--- src/hdl/lom_ram.sv ---
`timescale 1ns / 1ps
// Generic single-write, single-read RAM with registered read data.
// No dependencies.
module lom_ram #(
   parameter int WIDTH = 8,
   parameter int DEPTH = 64
) (
   input  logic                     clock,
   input  logic                     wr_en,
   input  logic [$clog2(DEPTH)-1:0] wr_addr,
   input  logic [WIDTH-1:0]         wr_data,
   input  logic [$clog2(DEPTH)-1:0] rd_addr,
   output logic [WIDTH-1:0]         rd_data
);

   logic [WIDTH-1:0] mem_ff [DEPTH];
   logic [WIDTH-1:0] rd_data_ff;

   always_ff @(posedge clock) begin
      if (wr_en) begin
         mem_ff[wr_addr] <= wr_data;
      end
      rd_data_ff <= mem_ff[rd_addr];
   end

   assign rd_data = rd_data_ff;

endmodule

--- config.mk ---
export PLATFORM = sky130hd
export DESIGN_NAME = lom_ram
export DESIGN_NICKNAME = d
export VERILOG_FILES = /design/src/hdl/lom_ram.sv
export SDC_FILE = /design/constraint.sdc
export NUM_CORES = 1
export LEC_CHECK = 0
export ABC_AREA = 1
export BUFFER_PORTS_ARGS = -buffer_cell sky130_fd_sc_hd__buf_2
export CAP_MARGIN = 20
export CORE_UTILIZATION = 30
export CTS_BUF_LIST = sky130_fd_sc_hd__clkbuf_4 sky130_fd_sc_hd__clkbuf_8
export DETAILED_ROUTE_END_ITERATION = 16
export GPL_ROUTABILITY_DRIVEN = 0
export SLEW_MARGIN = 0
export SYNTH_ARGS = -nofsm -noshare
export SYNTH_HDL_FRONTEND = slang
export SYNTH_SLANG_ARGS = --single-unit
--- constraint.sdc ---
create_clock -name clock -period 5.65 [get_ports clock]
set_clock_uncertainty 0.05 [all_clocks]
set_input_delay 0.8475 -clock clock [delete_from_list [all_inputs] [get_ports clock]]
set_output_delay 0.8475 -clock clock [all_outputs]
set_load 0.01 [all_outputs]
# Word-level counts from Yosys, hierarchy flattened
# Memory sizes are Yosys's and may differ from the RTL's. A register that Yosys moved wholly into a read port is not among the register bits.
# Index checks and enable logic that the tools add are counted.
[totals] reg_bits=0 out_inout_bits=8 ramBits=512 memories=1 word_cells=3
[mem_list] name="mem_ff" depth=64 word_bits=8 rd=1 rd_ports_with_merged_regs=1 wr=1 line_no="16" source="logic [WIDTH-1:0] mem_ff [DEPTH];"
[op_classes] n_mux=2
[op_table] operator="$mux 1" count=2

# Longest topological paths before layout
[depth] ltp_word=2 ltp_mapped=12

# Least setup slack after synthesis
# No wires, ideal clock.
[synth_timing] path_kind="input -> register" startpoint="in wr_en" endpoint="mem mem_ff[48][0] (enable)" stages=3 slack_ns=2.986 setup_time_ns=0.395 path_buffers=1 arrival_ns=2.219 cell_sequence="clkbuf_1 > nand4_1 > nor4_1"
[synth_via] elab_chain_len=2
[synth_rtl] element="start, declared" line_no="9" source="input logic wr_en,"
[synth_rtl] element="$mux 1" line_no="20" source="if (wr_en) begin"
[synth_rtl] element="$mux 1 (not written as such)" line_no="21" source="mem_ff[wr_addr] <= wr_data;"
[synth_rtl] element="end, declared" line_no="16"
# No other way between the ends.

==> impl_metrics.ini <==
[detailed_routing]
avgViaCountPerCell = 4.89
drt_iter0_markers = 1613
drcViolationCount = 0
drt-total-wl_um = 55900
ant_nets = 0
vias = 13800
wl_per_cell_um = 19.7
dr.pass1.iters = 5

[timing]
slew_headroom_pct = 33.7
fin_crit_ns = 3.19
fmax_mhz = 313
rsz0062_at_grt = no
hold_viol = 0
worst_slew_pin_slew_ns = 0.990
tns_ns = 0
slew_viol_final = 0
setup_viol = 0
post-route-period-util_pct = 56.5

[critical_path]
critical_path_class = in -> reg
r2r_end = rd_data[1]
r2r_start = mem_ff[63][1]
path_delay_family = buffers and inverters
crit_slowest_cell = inv_6
critPathCaptureType = flop
crit_required_ns = 6.19
path_cells = clkbuf_8 -> inv_6 -> buf_4 -> nand2_1 -> nand3_1 -> nand3_1 -> nand2_1 -> nand2_1 -> nand3_1 -> nand3_1 -> nand2_1
reg2reg_depth = 8
slowest_delay_ns = 0.87
crit_buf_inv = 3
start_kind = input port
r2r_slack_ns = 4.05
worstPathArrival_ns = 3.73
crit_fanout = 121

[cts]
clock_latency_ns = 0.68
postCtsHoldBufs = 0
ctsResizeCount = 0
clkSinkCount = 520
cts_buffers = 79
root_buffer = clkbuf_8
cts_tree = yes
clockBufferDepth = 3
postCtsSetupBuffers = 0
clk_pin_slew_worst_paths_ns = 0.06
h-tree-depth = 3

[global_route]
grt-ovfl-total = 0
grt_max_degree = 138
grt_pass1_vias = 13500
grt_pass1_wl_um = 84000
antenna_found_initial = 4
grt_usage_pct = 15.6

[cells_and_area]
synthToLayoutAreaGrowth_pct = 10.7
layout.cells.non_filler = 2832
multi_input_area_um2 = 4950
seq_area_um2 = 15500
nFillCells = 7011
drive_gt1_share_pct = 9.52
layout.nets = 1848

[synthesis]
synth_seq_cells = 520
postSynthAreaPerCell_um2 = 11.8
synth_area_um2 = 21300
postSynthCellCount = 1805
yosys_warnings = 0
synth-seq-area-share_pct = 72.8
synth_fp_nets = 1827
synth.distinct_cells = 16

[floorplan]
core_um2 = 70100
io_pins = 30
die_w_um = 269
die_area_um2 = 72200
num_rows = 97
die_y_um = 269
initial_core_util_pct = 30.4

[worst_hold_path]
holdPathStages = 3
hold_start = rd_addr[5]
holdCritPathClass = in -> reg
holdPathEnd = rd_data[5]

[place]
dp.cells = 2685
hpwl_um = 30400
port_buffers = 29

[run_status]
status = completed

[power_and_ir_drop]
p_leak_nw = 8.31
cellPowerDensity_nw_per_um2 = 332
ir_drop_v = 0.000130

[flow_run]
cap_violations = 0
==> logic make-up (layout without fill, tap and decap cells) <==
group	Yosys count	count (layout)	share of synthesized area (%)
simple gates	1160	1160	23.2
flops	520	520	72.8
buf+inv	125	210	4.02
other cells	0	2	0
==> layout by cell type (no fill, tap or decap), drive strengths merged, types with 8 or more instances in the layout <==
| cell type | count |
|---|---|
| buf | 52 |
| clkbuf | 114 |
| clkinv | 25 |
| dfxtp | 8 |
| edfxtp | 512 |
| inv | 15 |
| nand2 | 648 |
| nand3 | 439 |
| nand4 | 9 |
| nor2 | 56 |
| nor4 | 8 |
==> sequential cells by signal, summed over array words and instances (netlist names) <==
name     flops
rd_data      8
mem_ff     512
==> stage by stage <==
stage	setup slack, ns	instance area, µm²	util, %	total power [mW]	hold slack, ns
5_1_grt	2.30	23600	33.7	8.09	0.492
3_3_place_gp	1.84	22100	31.5	4.85	0.743
2_1_floorplan	2.99	21300	-	4.66	0.672
4_1_cts	2.52	23600	33.7	7.89	0.451
6_report	2.46	23600	33.7	7.84	0.498
3_5_place_dp	1.82	22100	31.5	4.86	0.748
==> worst max-delay path by stage <==
stage	startpoint	end	cells past startpoint
global route	rd_addr[0]	rd_data[4]	11
global placement	rd_addr[0]	rd_data[2]	11
finish	rd_addr[0]	rd_data[4]	11
detailed placement	rd_addr[0]	rd_data[4]	11
CTS	rd_addr[0]	rd_data[4]	11
floorplan	wr_en	mem_ff[48][0]	3
==> synthesized netlist by cell type <==
| cell | count | area, µm² |
|---|---|---|
| buf_1 | 10 | 37.5 |
| buf_2 | 37 | 185 |
| buf_4 | 14 | 105 |
| buf_6 | 35 | 394 |
| buf_8 | 2 | 30.0 |
| clkbuf_1 | 15 | 56.3 |
| dfxtp_1 | 8 | 160 |
| edfxtp_1 | 512 | 15400 |
| inv_1 | 10 | 37.5 |
| inv_2 | 1 | 3.75 |
| inv_6 | 1 | 8.76 |
| nand2_1 | 648 | 2430 |
| nand3_1 | 439 | 2200 |
| nand4_1 | 9 | 56.3 |
| nor2_1 | 56 | 210 |
| nor4_1 | 8 | 50.1 |
==> metal layers <==
metal | part of all wire (%) | up-vias | track usage (%)
li1 | - | 6402 | -
met1 | 43 | 6743 | 21.5
met2 | 45 | 600 | 23.4
met3 | 10 | 91 | 5.18
met4 | 1.8 | 6 | 4.21
met5 | 0.057 | - | 0
==> where the power goes <==
part	switching (mW)	leakage, nW	internal [mW]	total, mW
sequential	0.0207	4.67	4.27	4.29
clock	1.47	0.807	1.59	3.06
combinational	0.375	2.83	0.115	0.489
total	1.86	8.31	5.98	7.84
==> layout make-up <==
cell class	count	share of cell area (%)
flip-flops and latches	520	65.8
clock buffers	113	5.71
diodes	2	0.0212
clock inverters	32	0.773
well taps	940	4.98
repair buffers	53	1.58
multi-input cells	1160	20.9
inverters	12	0.222
==> worst register-to-register path, cell delays in order (launching register included) <==
cell and delay (ns):
edfxtp_1 0.37, nand2_1 0.08, nand3_1 0.10, nand3_1 0.15, nand2_1 0.07, nand2_1 0.06
nand3_1 0.27, nand3_1 0.26, nand2_1 0.08
No activity file was read; power rests on OpenSTA's default activity.
