**src/hdl/lom_pkg.sv**
```systemverilog
`timescale 1ns / 1ps
// Shared types and constants of the limit order matcher.
// Used by the slot cell and the top level.
package lom_pkg;

   localparam int REQ_W    = 2;
   localparam int PRICE_W  = 20;
   localparam int QTY_W    = 24;
   localparam int ID_W     = 32;
   localparam int STATUS_W = 3;
   localparam int TRADE_W  = ID_W + PRICE_W + QTY_W;

   localparam logic [REQ_W-1:0] REQ_NEW    = 2'd0;
   localparam logic [REQ_W-1:0] REQ_CANCEL = 2'd1;
   localparam logic [REQ_W-1:0] REQ_MODIFY = 2'd2;

   localparam logic SIDE_BUY    = 1'b0;
   localparam logic KIND_LIMIT  = 1'b0;

   localparam logic [STATUS_W-1:0] ST_DONE        = 3'd0;
   localparam logic [STATUS_W-1:0] ST_RESTED      = 3'd1;
   localparam logic [STATUS_W-1:0] ST_FULL        = 3'd2;
   localparam logic [STATUS_W-1:0] ST_CANCELLED   = 3'd3;
   localparam logic [STATUS_W-1:0] ST_CANCEL_FAIL = 3'd4;
   localparam logic [STATUS_W-1:0] ST_MOD_KEPT    = 3'd5;
   localparam logic [STATUS_W-1:0] ST_MOD_REQUEUE = 3'd6;
   localparam logic [STATUS_W-1:0] ST_MOD_REJECT  = 3'd7;

   localparam logic [2:0] CMD_NONE    = 3'd0;
   localparam logic [2:0] CMD_FILL    = 3'd1;
   localparam logic [2:0] CMD_CLEAR   = 3'd2;
   localparam logic [2:0] CMD_REST    = 3'd3;
   localparam logic [2:0] CMD_SETQ    = 3'd4;
   localparam logic [2:0] CMD_REQUEUE = 3'd5;

   // Update broadcast to every cell; only the addressed cell acts on it.
   typedef struct packed {
      logic [2:0]         op;
      logic               side;
      logic [PRICE_W-1:0] price;
      logic [QTY_W-1:0]   qty;
      logic [ID_W-1:0]    id;
      logic [ID_W-1:0]    stamp;
   } cmd_type;

   // Search results handed from cell to cell.
   typedef struct packed {
      logic               best_found;
      logic [PRICE_W-1:0] best_price;
      logic [ID_W-1:0]    best_age;
      logic [QTY_W-1:0]   best_qty;
      logic [ID_W-1:0]    best_id;
      logic               id_found;
      logic [PRICE_W-1:0] id_price;
      logic [QTY_W-1:0]   id_qty;
      logic               free_found;
   } cand_type;

endpackage

```
**src/hdl/lom_cell.sv**
```systemverilog
`timescale 1ns / 1ps
// One slot of the order store plus its stage of the search chain.
// Depends on lom_pkg.
module lom_cell #(
   parameter int POOL_ENTRIES = 64,
   parameter int CELL_INDEX   = 0
) (
   input  logic                            clock,
   input  logic                            reset,
   input  lom_pkg::cmd_type                cmd,
   input  logic [$clog2(POOL_ENTRIES)-1:0] cmd_idx,
   input  logic                            opp_side,
   input  logic [lom_pkg::ID_W-1:0]        target_id,
   input  logic [lom_pkg::ID_W-1:0]        next_stamp,
   input  lom_pkg::cand_type               cand_in,
   input  logic [$clog2(POOL_ENTRIES)-1:0] best_idx_in,
   input  logic [$clog2(POOL_ENTRIES)-1:0] id_idx_in,
   input  logic [$clog2(POOL_ENTRIES)-1:0] free_idx_in,
   output lom_pkg::cand_type               cand_out,
   output logic [$clog2(POOL_ENTRIES)-1:0] best_idx_out,
   output logic [$clog2(POOL_ENTRIES)-1:0] id_idx_out,
   output logic [$clog2(POOL_ENTRIES)-1:0] free_idx_out
);
   import lom_pkg::*;

   localparam int IDX_W = $clog2(POOL_ENTRIES);
   localparam logic [IDX_W-1:0] MY_IDX = IDX_W'(CELL_INDEX);

   logic               used_ff;
   logic               side_ff;
   logic [PRICE_W-1:0] price_ff;
   logic [QTY_W-1:0]   qty_ff;
   logic [ID_W-1:0]    id_ff;
   logic [ID_W-1:0]    stamp_ff;

   cand_type           cand_in_w;
   cand_type           cand_ff;
   logic [IDX_W-1:0]   best_idx_in_w, best_idx_ff;
   logic [IDX_W-1:0]   id_idx_in_w, id_idx_ff;
   logic [IDX_W-1:0]   free_idx_in_w, free_idx_ff;
   logic [ID_W-1:0]    age;
   logic               better_price;
   logic               take_best;
   logic               hit;

   // Lower cells hold lower slot numbers, so a tie keeps the earlier candidate.
   always_comb begin
      age = next_stamp - stamp_ff;
      if (opp_side) begin
         better_price = price_ff < cand_in.best_price;
      end else begin
         better_price = price_ff > cand_in.best_price;
      end
      take_best = used_ff && (side_ff == opp_side) &&
                  (!cand_in.best_found || better_price ||
                   (price_ff == cand_in.best_price && age > cand_in.best_age));
      cand_in_w     = cand_in;
      best_idx_in_w = best_idx_in;
      id_idx_in_w   = id_idx_in;
      free_idx_in_w = free_idx_in;
      if (take_best) begin
         cand_in_w.best_found = 1'b1;
         cand_in_w.best_price = price_ff;
         cand_in_w.best_age   = age;
         cand_in_w.best_qty   = qty_ff;
         cand_in_w.best_id    = id_ff;
         best_idx_in_w        = MY_IDX;
      end
      if (!cand_in.id_found && used_ff && id_ff == target_id) begin
         cand_in_w.id_found = 1'b1;
         cand_in_w.id_price = price_ff;
         cand_in_w.id_qty   = qty_ff;
         id_idx_in_w        = MY_IDX;
      end
      if (!cand_in.free_found && !used_ff) begin
         cand_in_w.free_found = 1'b1;
         free_idx_in_w        = MY_IDX;
      end
   end

   always_ff @(posedge clock) begin
      cand_ff     <= cand_in_w;
      best_idx_ff <= best_idx_in_w;
      id_idx_ff   <= id_idx_in_w;
      free_idx_ff <= free_idx_in_w;
   end

   assign hit = (cmd_idx == MY_IDX);

   always_ff @(posedge clock) begin
      if (reset) begin
         used_ff <= 1'b0;
      end else if (hit) begin
         case (cmd.op)
            CMD_FILL: begin
               if (qty_ff == cmd.qty) begin
                  used_ff <= 1'b0;
               end
            end
            CMD_CLEAR: used_ff <= 1'b0;
            CMD_REST:  used_ff <= 1'b1;
            default: ;
         endcase
      end
   end

   always_ff @(posedge clock) begin
      if (hit) begin
         case (cmd.op)
            CMD_FILL: qty_ff <= qty_ff - cmd.qty;
            CMD_REST: begin
               side_ff  <= cmd.side;
               price_ff <= cmd.price;
               qty_ff   <= cmd.qty;
               id_ff    <= cmd.id;
               stamp_ff <= cmd.stamp;
            end
            CMD_SETQ: qty_ff <= cmd.qty;
            CMD_REQUEUE: begin
               price_ff <= cmd.price;
               qty_ff   <= cmd.qty;
               stamp_ff <= cmd.stamp;
            end
            default: ;
         endcase
      end
   end

   assign cand_out     = cand_ff;
   assign best_idx_out = best_idx_ff;
   assign id_idx_out   = id_idx_ff;
   assign free_idx_out = free_idx_ff;

endmodule

```
**config.mk**
```make
export PLATFORM = sky130hd
export DESIGN_NAME = lom_cell
export DESIGN_NICKNAME = d
export VERILOG_FILES = /design/src/hdl/lom_pkg.sv /design/src/hdl/lom_cell.sv
export SDC_FILE = /design/constraint.sdc
export NUM_CORES = 1
export LEC_CHECK = 0
export BUFFER_PORTS_ARGS = -buffer_cell sky130_fd_sc_hd__buf_2
export CAP_MARGIN = 0
export CORE_AREA = 4 4 207 209
export DETAILED_ROUTE_END_ITERATION = 10
export DIE_AREA = 0 0 211 213
export HOLD_SLACK_MARGIN = 0.08
export PLACE_DENSITY = 0.55
export SYNTH_ARGS = -nofsm -noshare
export SYNTH_HDL_FRONTEND = slang
export SYNTH_SLANG_ARGS = --single-unit
```
**constraint.sdc**
```tcl
create_clock -name clock -period 7.35 [get_ports clock]
set_input_delay 1.1025 -clock clock [delete_from_list [all_inputs] [get_ports clock]]
set_output_delay 1.1025 -clock clock [all_outputs]
set_load 0.01 [all_outputs]
```
Word level (Yosys, flattened, before mapping). Index checks and enable logic that the tools add are counted.

Add/sub/neg operators: 2. $mul: 0. Div/mod/pow operators: 0. Magnitude comparators: 3. Eq/ne operators: 10. Shifts and indexed selects: 0. Muxes and demuxes: 6. Bitwise gates (word level): 0. Reduce and logical (&&, ||, !) cells: 21.

Operators by type and width (count): 108-bit 2-to-1 mux (1); 24-bit case mux with 2 select lines (1); 44-bit 2-to-1 mux (1); 32-bit equality test (1); 32-bit greater-than comparator (1); 32-bit subtractor (1); 24-bit equality test (1); 24-bit subtractor (1); 20-bit equality test (1); 20-bit greater-than comparator (1); 20-bit less-than comparator (1); 3-bit by 2-bit equality test with 1-bit output, second input constant (2); 3-bit equality test, second input constant (2); 1-bit logical AND (6); 6-bit zero test (1); 2-bit AND reduction (3); 1-bit zero test (4); 3-bit by 1-bit equality test with 1-bit output, second input constant (1); 1-bit case mux with 3 select lines (1); 3-bit AND reduction (1); 3-bit nonzero test (1); 3-bit OR reduction (1); 1-bit logical OR (2); 1-bit 2-to-1 mux (2); other kinds (4) (4).

Bits in registers: 283. Latch bits: 0. Bits in writable memories: 0. Bits in read-only memories: 0. Bits of input ports: 358. Output and inout port bits: 173. Logic and storage cells: 60. Memories kept: 0.

Longest topological paths before layout.
Depth after elaboration: 6. Mapped depth: 24. Gate-level depth less buffers: 22.

Worst setup path after synthesis. Ideal clock, no wire load.

Path type: input-to-reg. From: in next_stamp[13] (netlist name). To: reg cand_ff (netlist bit cand_out[101]). Library setup time: 0.123 ns. Arrival time: 4.906 ns. Data required time: 7.227 ns. Setup slack: 2.320 ns. Stages on the path: 19. Path buffers: 3. Path through: ha_1 buf_2 nand3_2 or4_1 and3_4 o31a_4 o21ai_2 a31oi_1 xnor2_2 ha_1 and4_1 nand2_1 nor3_1 o41a_1 o21ai_1 a31oi_4 buf_2 buf_4 mux2_1.

RTL lines: from (decl) (RTL line lom_cell.sv:14) `input logic [lom_pkg::ID_W-1:0] next_stamp,`; to (signal assigned) (RTL line lom_cell.sv:82) `cand_ff <= cand_in_w;`; to (decl) (RTL line lom_cell.sv:37) `cand_type cand_ff;`.

==> impl_results.html <==
<table>
<tr><th>Metric</th><th>Value</th></tr>
<tr><th colspan="2">Floorplanning</th></tr>
<tr><td>Area of the core region</td><td>0.04083 mm^2</td></tr>
<tr><td>X dimension of the die</td><td>211 um</td></tr>
<tr><td>Area of the die</td><td>0.04494 mm^2</td></tr>
<tr><td>Initial core utilization</td><td>32.80%</td></tr>
<tr><td>Die height</td><td>213 um</td></tr>
<tr><td>Ports</td><td>531</td></tr>
<tr><td>Cell Rows</td><td>74</td></tr>
<tr><th colspan="2">Timing</th></tr>
<tr><td>Number of hold violations in the final report</td><td>0</td></tr>
<tr><td>Final setup violating endpoints</td><td>0</td></tr>
<tr><td>Maximum clock frequency</td><td>182.2 MHz</td></tr>
<tr><td>Worst slew margin</td><td>29.77%</td></tr>
<tr><td>Final TNS setup</td><td>0 ps</td></tr>
<tr><td>Share of the clock period used by the worst path after layout</td><td>74.67%</td></tr>
<tr><td>Final count of pins violating max slew</td><td>0</td></tr>
<tr><td>Tightest Pin Transition</td><td>1051 ps</td></tr>
<tr><td>Worst-case clock skew</td><td>14.66 ps</td></tr>
<tr><td>Shortest period the worst path allows</td><td>5488 ps</td></tr>
<tr><td>Setup repair after global routing missed its margin</td><td>no</td></tr>
<tr><th colspan="2">Final layout</th></tr>
<tr><td>Share of final-layout standard cells stronger than drive strength 1</td><td>38.93%</td></tr>
<tr><td>Synth-to-layout area growth</td><td>33.07%</td></tr>
<tr><td>Layout Nets</td><td>2,232</td></tr>
<tr><td>Most common library cell in the layout ignoring fill and taps</td><td>sky130_fd_sc_hd__buf_2</td></tr>
<tr><td>Commonest cells after routing, fill and taps aside</td><td>530 x sky130_fd_sc_hd__buf_2, 174 x sky130_fd_sc_hd__dfxtp_1, 119 x sky130_fd_sc_hd__inv_1</td></tr>
<tr><td>Filler cell count</td><td>3,983</td></tr>
<tr><th colspan="2">Route</th></tr>
<tr><td>Initial DRT Pass Iterations</td><td>5</td></tr>
<tr><td>Average wire length per cell after detail routing</td><td>18.96 um</td></tr>
<tr><td>Total DRC errors in the routed layout</td><td>0</td></tr>
<tr><td>Via count</td><td>11,080</td></tr>
<tr><td>ANT nets after route</td><td>0</td></tr>
<tr><td>Post-DR vias/cell</td><td>4.751</td></tr>
<tr><td>Detailed Route WL</td><td>44,200 um</td></tr>
<tr><td>Iter 0 DRT Violations</td><td>676</td></tr>
<tr><th colspan="2">Synth</th></tr>
<tr><td>Average instance area after synthesis</td><td>10.93 um^2</td></tr>
<tr><td>Number of distinct library cell variants in the gate-level netlist after synthesis</td><td>64</td></tr>
<tr><td>Synth Instances</td><td>1,225</td></tr>
<tr><td>Number of flops mapped to enable cells by yosys</td><td>109</td></tr>
<tr><td>Part of the Yosys area used for sequential elements</td><td>50.45%</td></tr>
<tr><td>Synth Flop Type</td><td>sky130_fd_sc_hd__dfxtp_1</td></tr>
<tr><td>Synth Register Bits</td><td>283</td></tr>
<tr><td>Count of warnings emitted by yosys</td><td>0</td></tr>
<tr><td>Syn Nets</td><td>1,691</td></tr>
<tr><td>Synthesized cell area</td><td>0.01339 mm^2</td></tr>
<tr><td>Proportion of synthesized flip-flops having asynchronous set or reset</td><td>0%</td></tr>
<tr><th colspan="2">CTS</th></tr>
<tr><td>Resize count post-CTS</td><td>0</td></tr>
<tr><td>Clock input transition at the sequential cells of the worst setup and hold paths</td><td>60 ps</td></tr>
<tr><td>Clock tree from TritonCTS</td><td>built</td></tr>
<tr><td># clock sinks</td><td>283</td></tr>
<tr><td>Total setup buffers inserted after CTS</td><td>0</td></tr>
<tr><td>Clk Tree Root Cell</td><td>sky130_fd_sc_hd__clkbuf_16</td></tr>
<tr><td>Number of buffers created by CTS</td><td>35</td></tr>
<tr><td>Number of levels the H-tree was split into</td><td>2</td></tr>
<tr><td>Clock latency on the worst-skew pair</td><td>530 ps</td></tr>
<tr><td>Maximum number of buffers from clock root to sink</td><td>3</td></tr>
<tr><td>Number of hold-repair buffers added at the cts stage</td><td>0</td></tr>
<tr><th colspan="2">Global route</th></tr>
<tr><td>Number of global-route vias before repair</td><td>11,180</td></tr>
<tr><td>Global-route wire length before repair</td><td>64,400 um</td></tr>
<tr><td>Total Routing Usage GR</td><td>18.52%</td></tr>
<tr><td>Pin count of the biggest net entering global routing</td><td>131</td></tr>
<tr><td>Gr ovfl total</td><td>0</td></tr>
<tr><td>Antenna violations before repair</td><td>15</td></tr>
<tr><th colspan="2">Hold path</th></tr>
<tr><td>Hold Path Cell Cnt</td><td>1</td></tr>
<tr><td>HP Start</td><td>used_ff</td></tr>
<tr><td>Path category of the worst min-delay check</td><td>flop to flop</td></tr>
<tr><th colspan="2">Critical path</th></tr>
<tr><td>Top Family by Delay on Critical Path</td><td>compound AO/OA/AOI/OAI gates</td></tr>
<tr><td>Launching instance or port of the critical path</td><td>next_stamp[4]</td></tr>
<tr><td>Slowest stage delay, CP</td><td>490 ps</td></tr>
<tr><td>Slowest stage cell, crit path</td><td>sky130_fd_sc_hd__buf_12</td></tr>
<tr><td>WP buf/inv</td><td>2</td></tr>
<tr><td>Kind of end point of the critical path</td><td>flop</td></tr>
<tr><td>Arr. time, crit path</td><td>5900 ps</td></tr>
<tr><td>Crit Path Class</td><td>input port to flop</td></tr>
<tr><td>Maximum fanout count along the critical path</td><td>130</td></tr>
<tr><td>List of cells traversed by the critical path</td><td>buf_2, ha_1, a21oi_1, o22ai_1, o211ai_1, nand3_1, a211o_1, a21o_1, a211oi_1, nor2_1, ha_1, and4_1, nand2_1, nor3_1, o41a_1, o21ai_1, a31oi_4, buf_12, mux2_2</td></tr>
<tr><td>Worst flop-to-flop path startpoint</td><td>stamp_ff[4]</td></tr>
<tr><td>Most frequent cell on the critical path</td><td>sky130_fd_sc_hd__ha_1</td></tr>
<tr><td>Startpoint types</td><td>input port</td></tr>
<tr><td>Data required time at the worst endpoint</td><td>7770 ps</td></tr>
<tr><td>Number of stages on the worst setup path</td><td>19</td></tr>
<tr><td>Reg2reg path depth</td><td>19</td></tr>
<tr><th colspan="2">Power and ir drop</th></tr>
<tr><td>Overall power of the completed layout</td><td>3.904 mW</td></tr>
<tr><td>Power density of the placed cells</td><td>219.1 mW/mm^2</td></tr>
<tr><td>Worst IR drop on VDD</td><td>0.0001598 V</td></tr>
<tr><td>Leak pwr</td><td>8.300 nW</td></tr>
<tr><th colspan="2">Placed design</th></tr>
<tr><td>Detailed Place HPWL</td><td>35,610 um</td></tr>
<tr><td>Number of buffer cells added on primary ports</td><td>530</td></tr>
<tr><td>RePlAce Congestion</td><td>0.8974</td></tr>
<tr><th colspan="2">Run</th></tr>
<tr><td>Max-cap check violation count</td><td>0</td></tr>
<tr><th colspan="2">Run status</th></tr>
<tr><td>Outcome</td><td>complete, no violations</td></tr>
</table>
-- sequential cells by signal, indices dropped and copies added (netlist names) --
register,cells
price_ff,20
id_ff,32
best_idx_out,6
id_idx_out,6
stamp_ff,32
qty_ff,24
free_idx_out,6
cand_out,155
used_ff,1
side_ff,1
-- kinds of logic (layout without fill, tap and decap cells) --
group / after synthesis / count (layout) / share of synthesized area [%]
adder cells (fa/ha/maj): 108 / 108 / 10.20
XOR/XNOR: 81 / 81 / 5.409
other: 0 / 6 / 0
buffers and inverters: 151 / 719 / 4.428
multiplexers: 107 / 107 / 8.987
AO/OA/AOI/OAI: 250 / 250 / 11.41
flip-flops: 283 / 283 / 50.45
AND/OR/NAND/NOR: 245 / 245 / 9.118
-- layer usage --
layer  global-route usage, %  vias up  wire, um
met5                       0        -        93
li1                        -     5428         -
met3                   4.805       75      3092
met2                   32.28      381     22040
met4                   6.439       14      1182
met1                   22.24     5177     17800
-- worst paths after layout --
check / end / slack, ps
setup / recovery: cand_out[50] / 1860
hold reg to reg: cand_out[0] / 500
setup reg to reg: cand_out[50] / 2160
hold / removal: cand_out[0] / 500
-- final cells by class --
type,count,area [um^2],area share [%]
flip-flops and latches,283,6756,37.91
repair buffers,535,2703,15.16
multi-input cells,791,6068,34.05
clock inverters,15,142.6,0.8003
well taps,532,665.6,3.735
diodes,6,15.01,0.08425
clock buffers,49,1021,5.729
inverters,120,450.4,2.527
-- Yosys cell counts, types with 20 or more instances --
library cell               number  area share [%]
sky130_fd_sc_hd__mux2_2        91             7.7
sky130_fd_sc_hd__a21o_1        37             2.1
sky130_fd_sc_hd__o21ai_1       52             1.9
sky130_fd_sc_hd__xnor2_1       58             3.8
sky130_fd_sc_hd__o21ai_0       45             1.7
sky130_fd_sc_hd__nor2b_1       23             1.1
sky130_fd_sc_hd__inv_1        119             3.3
sky130_fd_sc_hd__xor2_1        21             1.4
sky130_fd_sc_hd__nand2_1       99             2.8
sky130_fd_sc_hd__a21oi_1       58             2.2
sky130_fd_sc_hd__dfxtp_1      174              26
sky130_fd_sc_hd__nor2_1        27            0.76
sky130_fd_sc_hd__nand4_1       20            0.93
sky130_fd_sc_hd__edfxtp_1     109              24
sky130_fd_sc_hd__ha_1         106             9.9
-- stage by stage --
stage	instance area (um^2)	hold slack [ps]	util (%)	setup slack, ps	cells
detailed placement	16640	494.3	40.76	1397	2261
floorplan	13390	403.9	-	2320	1225
global route	17820	534.0	43.64	1620	2330
CTS	17810	507.8	43.61	1983	2325
finish	17820	498.8	43.65	1862	2331
global placement	16640	488.6	40.76	1576	2261
-- power breakdown --
group	switching (mW)	total, mW	internal (mW)
Sequential	0.0161	1.70	1.68
Clock	0.685	1.73	1.05
Combinational	0.243	0.474	0.231
Power figures use the tool's default switching activity.
